`config.mk`:
```
export PLATFORM = sky130hd
export DESIGN_NAME = channel_trimmed_mean_scaler
export DESIGN_NICKNAME = d
export VERILOG_FILES = /design/src/hdl/ctms_pkg.sv /design/src/hdl/ctms_ram.sv /design/src/hdl/ctms_front.sv /design/src/hdl/ctms_back.sv /design/src/hdl/channel_trimmed_mean_scaler.sv
export SDC_FILE = /design/constraint.sdc
export NUM_CORES = 1
export LEC_CHECK = 0
export ABC_AREA = 1
export BUFFER_PORTS_ARGS = -buffer_cell sky130_fd_sc_hd__buf_2
export CAP_MARGIN = 20
export CELL_PAD_IN_SITES_DETAIL_PLACEMENT = 1
export CELL_PAD_IN_SITES_GLOBAL_PLACEMENT = 1
export CORE_ASPECT_RATIO = 1.1
export CORE_MARGIN = 2
export CORE_UTILIZATION = 45
export DETAILED_ROUTE_END_ITERATION = 10
export PLACE_DENSITY = 0.78
export SLEW_MARGIN = 40
export SYNTH_ARGS = -nofsm -noshare
export SYNTH_HDL_FRONTEND = slang
export SYNTH_SLANG_ARGS = --single-unit
```
`constraint.sdc`:
```
create_clock -name clk_i -period 10.3 [get_ports clk_i]
set_input_delay 0.515 -clock clk_i [delete_from_list [all_inputs] [get_ports clk_i]]
set_output_delay 0.515 -clock clk_i [all_outputs]
set_load 0.05 [all_outputs]
```
`src/hdl/ctms_pkg.sv`:
```
package ctms_pkg;

  localparam int SAMPLES_PER_CHANNEL = 10;
  localparam int CHANNELS = 3;
  localparam int BUF_DEPTH = CHANNELS * SAMPLES_PER_CHANNEL;
  localparam int ADDR_W = $clog2(BUF_DEPTH);

  localparam int SAMPLE_W = 12;
  localparam int CHAN_W = 2;
  localparam int LEVEL_W = 9;

  localparam int CNT_W = $clog2(SAMPLES_PER_CHANNEL);
  localparam int SUM_W = SAMPLE_W + $clog2(SAMPLES_PER_CHANNEL);
  localparam int TRIM_COUNT = SAMPLES_PER_CHANNEL - 2;

  // Full-scale code is 2^SAMPLE_W - 1; the scaler relies on that.
  localparam int FULL_SCALE_CODE = 4095;
  localparam int FULL_SCALE_CENTIVOLTS = 330;
  localparam int SCALE_W = $clog2(FULL_SCALE_CENTIVOLTS + 1);
  localparam int PROD_W = SAMPLE_W + SCALE_W;

  localparam int QUEUE_DEPTH = 2;
  localparam int QPTR_W = $clog2(QUEUE_DEPTH);
  localparam int QCNT_W = $clog2(QUEUE_DEPTH + 1);

  typedef enum logic {
    CMD_STORE = 1'b0,
    CMD_QUERY = 1'b1
  } cmd_e;

  typedef struct packed {
    cmd_e                cmd;
    logic [SAMPLE_W-1:0] sample;
    logic [CHAN_W-1:0]   channel;
  } req_t;

  typedef enum logic [2:0] {
    BK_IDLE,
    BK_READ,
    BK_DRAIN,
    BK_TRIM,
    BK_SCALE,
    BK_DONE
  } back_state_e;

endpackage

```
`src/hdl/ctms_ram.sv`:
```
module ctms_ram #(
  parameter int WIDTH = 12,
  parameter int DEPTH = 30
) (
  input  logic                     clk_i,
  input  logic                     we_i,
  input  logic [$clog2(DEPTH)-1:0] waddr_i,
  input  logic [WIDTH-1:0]         wdata_i,
  input  logic                     re_i,
  input  logic [$clog2(DEPTH)-1:0] raddr_i,
  output logic [WIDTH-1:0]         rdata_o
);

  logic [WIDTH-1:0] mem_q [DEPTH];
  logic [WIDTH-1:0] rdata_q;

  always_ff @(posedge clk_i) begin
    if (we_i) begin
      mem_q[waddr_i] <= wdata_i;
    end
    if (re_i) begin
      rdata_q <= mem_q[raddr_i];
    end
  end

  assign rdata_o = rdata_q;

endmodule

```
`src/hdl/ctms_front.sv`:
```
module ctms_front (
  input  logic                          clk_i,
  input  logic                          rst_ni,
  input  logic                          in_valid_i,
  output logic                          in_ready_o,
  input  logic                          command_i,
  input  logic [ctms_pkg::SAMPLE_W-1:0] sample_i,
  input  logic [ctms_pkg::CHAN_W-1:0]   channel_i,
  output logic                          req_valid_o,
  output ctms_pkg::req_t                req_o,
  input  logic                          req_ready_i
);
  import ctms_pkg::*;

  req_t              slot_q [QUEUE_DEPTH];
  logic [QPTR_W-1:0] wr_ptr_q, wr_ptr_d;
  logic [QPTR_W-1:0] rd_ptr_q, rd_ptr_d;
  logic [QCNT_W-1:0] count_q, count_d;
  logic              accept;
  logic              keep;
  logic              push;
  logic              pop;
  req_t              new_req;

  // Queries of a channel that does not exist are dropped here.
  assign in_ready_o = (count_q != QCNT_W'(QUEUE_DEPTH));
  assign accept = in_valid_i && in_ready_o;
  assign keep = (command_i == CMD_STORE) || (channel_i < CHANNELS);
  assign push = accept && keep;
  assign pop = req_valid_o && req_ready_i;

  always_comb begin
    new_req.cmd = cmd_e'(command_i);
    new_req.sample = sample_i;
    new_req.channel = channel_i;
  end

  always_comb begin
    wr_ptr_d = wr_ptr_q;
    rd_ptr_d = rd_ptr_q;
    count_d = count_q;
    if (push) begin
      wr_ptr_d = (wr_ptr_q == QPTR_W'(QUEUE_DEPTH - 1)) ? '0 : wr_ptr_q + 1'b1;
    end
    if (pop) begin
      rd_ptr_d = (rd_ptr_q == QPTR_W'(QUEUE_DEPTH - 1)) ? '0 : rd_ptr_q + 1'b1;
    end
    if (push && !pop) begin
      count_d = count_q + 1'b1;
    end else if (pop && !push) begin
      count_d = count_q - 1'b1;
    end
  end

  always_ff @(posedge clk_i or negedge rst_ni) begin
    if (!rst_ni) begin
      wr_ptr_q <= '0;
      rd_ptr_q <= '0;
      count_q <= '0;
    end else begin
      wr_ptr_q <= wr_ptr_d;
      rd_ptr_q <= rd_ptr_d;
      count_q <= count_d;
    end
  end

  always_ff @(posedge clk_i) begin
    if (push) begin
      slot_q[wr_ptr_q] <= new_req;
    end
  end

  assign req_valid_o = (count_q != '0);
  assign req_o = slot_q[rd_ptr_q];

  a_count_bound: assert property (@(posedge clk_i) disable iff (!rst_ni)
    count_q <= QCNT_W'(QUEUE_DEPTH))
    else $error("queue fill count beyond its depth");

  a_count_up: assert property (@(posedge clk_i) disable iff (!rst_ni)
    (push && !pop) |=> (count_q == $past(count_q) + 1'b1))
    else $error("queue fill count did not follow a push");

endmodule

```
`src/hdl/ctms_back.sv`:
```
module ctms_back (
  input  logic                         clk_i,
  input  logic                         rst_ni,
  input  logic                         req_valid_i,
  input  ctms_pkg::req_t               req_i,
  output logic                         req_ready_o,
  output logic                         out_valid_o,
  input  logic                         out_ready_i,
  output logic [ctms_pkg::LEVEL_W-1:0] level_o
);
  import ctms_pkg::*;

  back_state_e          state_q, state_d;
  logic [ADDR_W-1:0]    slot_q;
  logic [BUF_DEPTH-1:0] filled_q;
  logic [ADDR_W-1:0]    addr_q;
  logic [CNT_W-1:0]     issue_cnt_q;
  logic                 rd_pend_q;
  logic                 rd_hit_q;
  logic [SUM_W-1:0]     sum_q;
  logic [SAMPLE_W-1:0]  lo_q, hi_q;
  logic [SAMPLE_W-1:0]  avg_q;
  logic [PROD_W-1:0]    prod_q;
  logic                 out_valid_q;
  logic [LEVEL_W-1:0]   level_q;

  logic                 req_pop;
  logic                 mem_we;
  logic                 mem_re;
  logic                 last_issue;
  logic                 out_load;
  logic [SAMPLE_W-1:0]  rd_data;
  logic [SAMPLE_W-1:0]  rd_value;
  logic [SUM_W-1:0]     trimmed;
  logic [LEVEL_W-1:0]   quot_base;
  logic [SAMPLE_W:0]    quot_rem;
  logic [LEVEL_W-1:0]   level_d;

  ctms_ram #(
    .WIDTH(SAMPLE_W),
    .DEPTH(BUF_DEPTH)
  ) u_buf (
    .clk_i  (clk_i),
    .we_i   (mem_we),
    .waddr_i(slot_q),
    .wdata_i(req_i.sample),
    .re_i   (mem_re),
    .raddr_i(addr_q),
    .rdata_o(rd_data)
  );

  // Control outputs, decoded from the state and the handshake inputs.
  always_comb begin
    req_pop = (state_q == BK_IDLE) && req_valid_i;
    mem_we = req_pop && (req_i.cmd == CMD_STORE);
    mem_re = (state_q == BK_READ);
    last_issue = mem_re && (issue_cnt_q == CNT_W'(SAMPLES_PER_CHANNEL - 1));
    out_load = (state_q == BK_DONE) && (!out_valid_q || out_ready_i);
  end

  always_comb begin
    state_d = state_q;
    unique case (state_q)
      BK_IDLE: begin
        if (req_valid_i && (req_i.cmd == CMD_QUERY)) begin
          state_d = BK_READ;
        end
      end
      BK_READ: begin
        if (last_issue) begin
          state_d = BK_DRAIN;
        end
      end
      BK_DRAIN: state_d = BK_TRIM;
      BK_TRIM:  state_d = BK_SCALE;
      BK_SCALE: state_d = BK_DONE;
      BK_DONE: begin
        if (out_load) begin
          state_d = BK_IDLE;
        end
      end
      default: state_d = BK_IDLE;
    endcase
  end

  // A slot that was never written reads as zero.
  assign rd_value = rd_hit_q ? rd_data : '0;
  assign trimmed = sum_q - SUM_W'(lo_q) - SUM_W'(hi_q);

  // Division by 4095 = 2^12 - 1: x = q*4096 + r12 = q*4095 + (q + r12).
  // The remainder estimate stays below twice the divisor, so a single
  // correction step completes the quotient.
  assign quot_base = prod_q[PROD_W-1:SAMPLE_W];
  assign quot_rem = {1'b0, prod_q[SAMPLE_W-1:0]} + (SAMPLE_W + 1)'(quot_base);
  assign level_d = (quot_rem >= (SAMPLE_W + 1)'(FULL_SCALE_CODE)) ?
                   quot_base + 1'b1 : quot_base;

  always_ff @(posedge clk_i or negedge rst_ni) begin
    if (!rst_ni) begin
      state_q <= BK_IDLE;
      slot_q <= '0;
      filled_q <= '0;
      rd_pend_q <= 1'b0;
      out_valid_q <= 1'b0;
    end else begin
      state_q <= state_d;
      rd_pend_q <= mem_re;
      if (mem_we) begin
        filled_q[slot_q] <= 1'b1;
        slot_q <= (slot_q == ADDR_W'(BUF_DEPTH - 1)) ? '0 : slot_q + 1'b1;
      end
      if (out_load) begin
        out_valid_q <= 1'b1;
      end else if (out_ready_i) begin
        out_valid_q <= 1'b0;
      end
    end
  end

  always_ff @(posedge clk_i) begin
    if (req_pop && (req_i.cmd == CMD_QUERY)) begin
      addr_q <= ADDR_W'(req_i.channel);
      issue_cnt_q <= '0;
      sum_q <= '0;
      lo_q <= '1;
      hi_q <= '0;
    end
    if (mem_re) begin
      rd_hit_q <= filled_q[addr_q];
      addr_q <= ADDR_W'(addr_q + ADDR_W'(CHANNELS));
      issue_cnt_q <= issue_cnt_q + 1'b1;
    end
    if (rd_pend_q) begin
      sum_q <= sum_q + SUM_W'(rd_value);
      if (rd_value < lo_q) begin
        lo_q <= rd_value;
      end
      if (rd_value > hi_q) begin
        hi_q <= rd_value;
      end
    end
    if (state_q == BK_TRIM) begin
      avg_q <= SAMPLE_W'(trimmed / TRIM_COUNT);
    end
    if (state_q == BK_SCALE) begin
      prod_q <= PROD_W'(avg_q) * PROD_W'(FULL_SCALE_CENTIVOLTS);
    end
    if (out_load) begin
      level_q <= level_d;
    end
  end

  assign req_ready_o = (state_q == BK_IDLE);
  assign out_valid_o = out_valid_q;
  assign level_o = level_q;

  a_level_range: assert property (@(posedge clk_i) disable iff (!rst_ni)
    out_valid_q |-> (level_q <= LEVEL_W'(FULL_SCALE_CENTIVOLTS)))
    else $error("level above full scale");

  a_read_origin: assert property (@(posedge clk_i) disable iff (!rst_ni)
    rd_pend_q |-> $past(state_q == BK_READ))
    else $error("read data pending without a read issued");

  a_trim_drained: assert property (@(posedge clk_i) disable iff (!rst_ni)
    (state_q == BK_TRIM) |-> !rd_pend_q)
    else $error("trim started before the last sample was accumulated");

endmodule

```
`src/hdl/channel_trimmed_mean_scaler.sv`:
```
// Trimmed-mean level monitor for a three-channel converter scan.
//
// Input channel (in_valid_i / in_ready_o): each request is either a store
// (command_i low), which writes sample_i into the next slot of a 30-entry
// circular buffer, or a query (command_i high), which names the scan
// position channel_i. Slot k belongs to channel k mod 3. A query of a
// channel position that does not exist is accepted and dropped.
// Output channel (out_valid_o / out_ready_i): one level_o per valid query,
// the mean of the channel's ten samples without one smallest and one
// largest, scaled to hundredths of a volt (0 to 330).
//
// Timing: a store executes in the idle state; the execution side can take
// the next request right after it. A query reads its ten samples one per
// cycle from the buffer RAM, then trims, scales and divides; it holds the
// execution side until its level is loaded, so no new query starts before
// the last is through. A two-entry request queue in front keeps taking
// requests meanwhile. When the receiver stalls, the level is held and stores
// keep executing; the next finished level waits in DONE until the held one is taken.
// Reset clears the buffer's valid flags (empty slots read as zero), the
// write slot, the queue and the output valid flag.
module channel_trimmed_mean_scaler (
  input  logic                         clk_i,
  input  logic                         rst_ni,
  input  logic                         in_valid_i,
  output logic                         in_ready_o,
  input  logic                         command_i,
  input  logic [ctms_pkg::SAMPLE_W-1:0] sample_i,
  input  logic [ctms_pkg::CHAN_W-1:0]   channel_i,
  output logic                         out_valid_o,
  input  logic                         out_ready_i,
  output logic [ctms_pkg::LEVEL_W-1:0] level_o
);
  import ctms_pkg::*;

  // Request handoff between the accepting front and the executing back.
  logic req_valid;
  logic req_ready;
  req_t req;

  ctms_front u_front (
    .clk_i      (clk_i),
    .rst_ni     (rst_ni),
    .in_valid_i (in_valid_i),
    .in_ready_o (in_ready_o),
    .command_i  (command_i),
    .sample_i   (sample_i),
    .channel_i  (channel_i),
    .req_valid_o(req_valid),
    .req_o      (req),
    .req_ready_i(req_ready)
  );

  // The back owns the sample buffer, the write slot and the output register.
  ctms_back u_back (
    .clk_i      (clk_i),
    .rst_ni     (rst_ni),
    .req_valid_i(req_valid),
    .req_i      (req),
    .req_ready_o(req_ready),
    .out_valid_o(out_valid_o),
    .out_ready_i(out_ready_i),
    .level_o    (level_o)
  );

endmodule
```
==> reports/qor.log <==
qor: outcome.status complete, no violations
qor: timing.fin_crit_sh 35.6%
qor: worst_setup_path.timing.critical_path.from_type flip-flop
qor: detailed_routing.postRouteWirelength 70.4 mm
qor: logic_synthesis.syn-cell-area 25000 sq um
qor: timing.final_max_slew_viol_count 0
qor: floorplan.die_h 251 um
qor: worst_setup_path.worst_path_most_repeated_cell sky130_fd_sc_hd__ha_1
qor: cts.clockBufferDepth 3
qor: timing.max_clock_freq 0.273 GHz
qor: logic_synthesis.synth_cell_type_count 54
qor: detailed_routing.detail_route.first_pass.iterations 6
qor: placed_design.gpl.final_weighted_congestion 0.895
qor: worst_setup_path.arrival 4020 ps
qor: floorplan.placement_rows 90
qor: logic_synthesis.synthFlopType sky130_fd_sc_hd__edfxtp_1
qor: timing.finClkSkew 32.6 ps
qor: worst_setup_path.critical_path.startpoint u_back.avg_q[6]
qor: logic_synthesis.post-synth-top-area-cell sky130_fd_sc_hd__edfxtp_1
qor: grt.met3_usage 3.41%
qor: logic_synthesis.synth_cells 2239
qor: cts.ctsRootBufferMaster sky130_fd_sc_hd__clkbuf_16
qor: floorplan.total_die_area 57500 sq um
qor: logic_synthesis.ys_top_cells_by_count 468 x sky130_fd_sc_hd__edfxtp_1, 368 x sky130_fd_sc_hd__nor2_1, 262 x sky130_fd_sc_hd__nand2_1, 245 x sky130_fd_sc_hd__o21ai_0, 152 x sky130_fd_sc_hd__inv_1
qor: timing.grt_setup_unrepaired false
qor: worst_setup_path.setup.worst_path.end u_back.prod_q[17]
qor: placed_design.place.port_buffers 29
qor: cts.cts_setup_buffers 0
qor: cts.tritoncts yes
qor: logic_synthesis.syn_avg_cell_area 11.2 sq um
qor: grt.global_route.usage.met2 43.5%
qor: floorplan.die_width 229 um
qor: grt.global_route_wire_length_before_repair 108 mm
qor: worst_setup_path.worstReg2RegStart u_back.avg_q[6]
qor: detailed_routing.detail-route-antenna-nets 0
qor: logic_synthesis.synth_sequential_area_ratio 62.5%
qor: timing.hold_viol_final 0
qor: cts.cts_hold_buf 0
qor: timing.finalSetupTns 0 ps
qor: logic_synthesis.netlist_top_cells_area sky130_fd_sc_hd__edfxtp_1 56%, sky130_fd_sc_hd__ha_1 6.0%, sky130_fd_sc_hd__nor2_1 5.5%
qor: cts.cts.repair.resized 0
qor: worst_setup_path.cpPeakStageDelay 510 ps
qor: worst_setup_path.critical-path-slowest-cell sky130_fd_sc_hd__edfxtp_1
qor: timing.max_slew.worst_pin.slew 846 ps
qor: worst_setup_path.register_to_register_setup_slack 6630 ps
qor: grt.antenna_violations_before_repair 0
qor: cts.cts_buffers 55
qor: timing.min_period 3670 ps
qor: logic_synthesis.synth_edf_count 468
qor: logic_synthesis.yosys_warn_count 0
qor: logic_synthesis.synthMostInstantiatedCell sky130_fd_sc_hd__edfxtp_1
qor: worst_setup_path.r2r.worst_path.cells 12
qor: detailed_routing.dr_total_vias 17400
qor: logic_synthesis.async_reset_ff_share 8.21%
qor: worst_setup_path.worst-path-max-fanout 5
qor: grt.grtUsageMet1 30.2%
qor: cts.insertion_delay 630 ps
qor: detailed_routing.dr.first_iter.drc_count 1276
qor: run.drv_cap 0
qor: floorplan.core_area 54800 sq um
qor: worst_setup_path.timing.critical_path.cells ha_1 > fa_1 > inv_1 > fa_1 > inv_1 > ha_1 > ha_1 > a21oi_1 > o21ai_0 > nand2_1 > o2111ai_1 > xor2_1
qor: floorplan.io-pin-count 30
qor: worst_setup_path.critPathCaptureType flip-flop
qor: cts.clock_pin_slew_worst_setup_and_hold_paths 70 ps
qor: cells_and_area.fillers 5845
qor: worst_setup_path.path_class flip-flop to flip-flop
qor: grt.maximum_number_of_pins_on_one_net_before_global_route_repair 197
qor: logic_synthesis.synth_top_cell_area_share 56.2%
qor: grt.grt_usage 24.5%
qor: worst_setup_path.worst_ep_required_time 10660 ps
qor: grt.grt.busiest_layer met2
qor: cells_and_area.nets 2437
qor: detailed_routing.drt-wirelength-per-cell 23.0 um
qor: grt.number_of_global_route_vias_before_repair 18700
qor: detailed_routing.remaining_drc_errors 0
qor: cells_and_area.final_layout_size_suffix_gt1_share 9.27%
qor: timing.timing.final.setup_violations 0
qor: timing.timing.max_slew.rel_slack 43.6%
qor: placed_design.place_hpwl 45.4 mm
qor: detailed_routing.route.detailed.vias_per_inst 5.71
qor: worst_setup_path.rr_endpoint u_back.prod_q[17]
qor: logic_synthesis.synth_seq_cells 536
qor: cts.cts_max_level 2
qor: cells_and_area.antennaDiodeCount 0
qor: logic_synthesis.postSynthNetCount 2404
qor: hold_path.hp-class input pin to async pin
qor: floorplan.initial_cell_density_of_the_core 45.6%
qor: grt.globalRoute.totalOverflow 0
qor: cells_and_area.syn2layout_area_growth 11.5%
qor: cts.clkSinkCount 536
-- sequential cells by signal, summed over array words and instances, names as in the netlist --
name                  flops
u_back.u_buf.mem_q      360
u_back.filled_q          30
u_front.slot_q           30
u_back.prod_q            20
u_back.sum_q             15
u_back.avg_q             12
u_back.hi_q              12
u_back.lo_q              12
u_back.u_buf.rdata_o     12
u_back.level_o            9
u_back.addr_q             5
u_back.slot_q             5
u_back.issue_cnt_q        4
u_back.state_q            3
u_front.count_q           2
u_back.out_valid_o        1
u_back.rd_hit_q           1
u_back.rd_pend_q          1
u_front.rd_ptr_q          1
u_front.wr_ptr_q          1
-- critical path, delay by kind of cell (launching register included) --
family / cells / cell delay (ps)
XOR/XNOR: 1 / 170
buffers and inverters: 2 / 90
adder cells (fa/ha/maj): 5 / 2010
flip-flops: 1 / 510
AO/OA/AOI/OAI: 3 / 530
AND/OR/NAND/NOR: 1 / 80
-- stage by stage --
| stage | utilization (%) | std cells | cell area (sq um) | hold WS [ps] | worst slack (ps) |
|---|---|---|---|---|---|
| finish | 50.8 | 3055 | 27900 | 11.9 | 6630 |
| global route | 50.8 | 3055 | 27900 | 45.0 | 6460 |
| floorplan | - | 2239 | 25000 | 219 | 6960 |
| global placement | 47.3 | 2950 | 25900 | 432 | 6740 |
| CTS | 50.8 | 3054 | 27800 | 14.1 | 6630 |
| detailed placement | 47.3 | 2950 | 26000 | 446 | 6660 |
-- layout make-up --
| type | instances | area (sq um) | area share (%) |
|---|---|---|---|
| sequential | 536 | 15600 | 56.1 |
| tap | 736 | 921 | 3.30 |
| clock inverter | 29 | 285 | 1.02 |
| multi-input combinational | 1455 | 8390 | 30.1 |
| timing repair buffer | 66 | 459 | 1.65 |
| inverter | 158 | 596 | 2.14 |
| clock buffer | 75 | 1590 | 5.71 |
-- cells in the final DEF, fill, tap and decap left out, types with 44 or more instances in the layout --
master                      instances
sky130_fd_sc_hd__a21oi_1          109
sky130_fd_sc_hd__clkbuf_16         56
sky130_fd_sc_hd__dfrtp_1           44
sky130_fd_sc_hd__edfxtp_1         468
sky130_fd_sc_hd__ha_1             119
sky130_fd_sc_hd__inv_1            152
sky130_fd_sc_hd__nand2_1          261
sky130_fd_sc_hd__nand3_1           73
sky130_fd_sc_hd__nor2_1           357
sky130_fd_sc_hd__nor3_1            52
sky130_fd_sc_hd__o21ai_0          245
-- worst min-delay path by stage --
stage,endpoint,slack [ps],depth (start not counted),start
CTS,u_front.count_q[0],10,2,rst_ni
detailed placement,u_back.filled_q[29],450,2,u_back.filled_q[29]
floorplan,u_back.filled_q[0],220,0,rst_ni
global route,u_back.filled_q[24],40,2,rst_ni
finish,u_back.filled_q[24],10,2,rst_ni
global placement,u_back.filled_q[29],430,2,u_back.filled_q[29]
-- kinds of logic after synthesis --
| logic type | Yosys count | synth area share, % |
|---|---|---|
| buffers and inverters | 248 | 4.05 |
| XOR/XNOR | 37 | 1.30 |
| adder cells (fa/ha/maj) | 146 | 8.12 |
| flip-flops | 536 | 62.5 |
| multiplexers | 13 | 0.601 |
| AND/OR/NAND/NOR | 813 | 13.7 |
| AO/OA/AOI/OAI | 446 | 9.73 |
-- per-layer routing --
layer,wire (um),share of wire (%),vias to the layer above
li1,-,-,7941
met1,28400,40,8845
met2,35700,51,503
met3,3690,5.2,143
met4,2630,3.7,0
met5,0,0,-
Power is left out: the tool's default activity adds up to more than one toggle a clock period on the data nets, which glitch-free logic cannot reach.
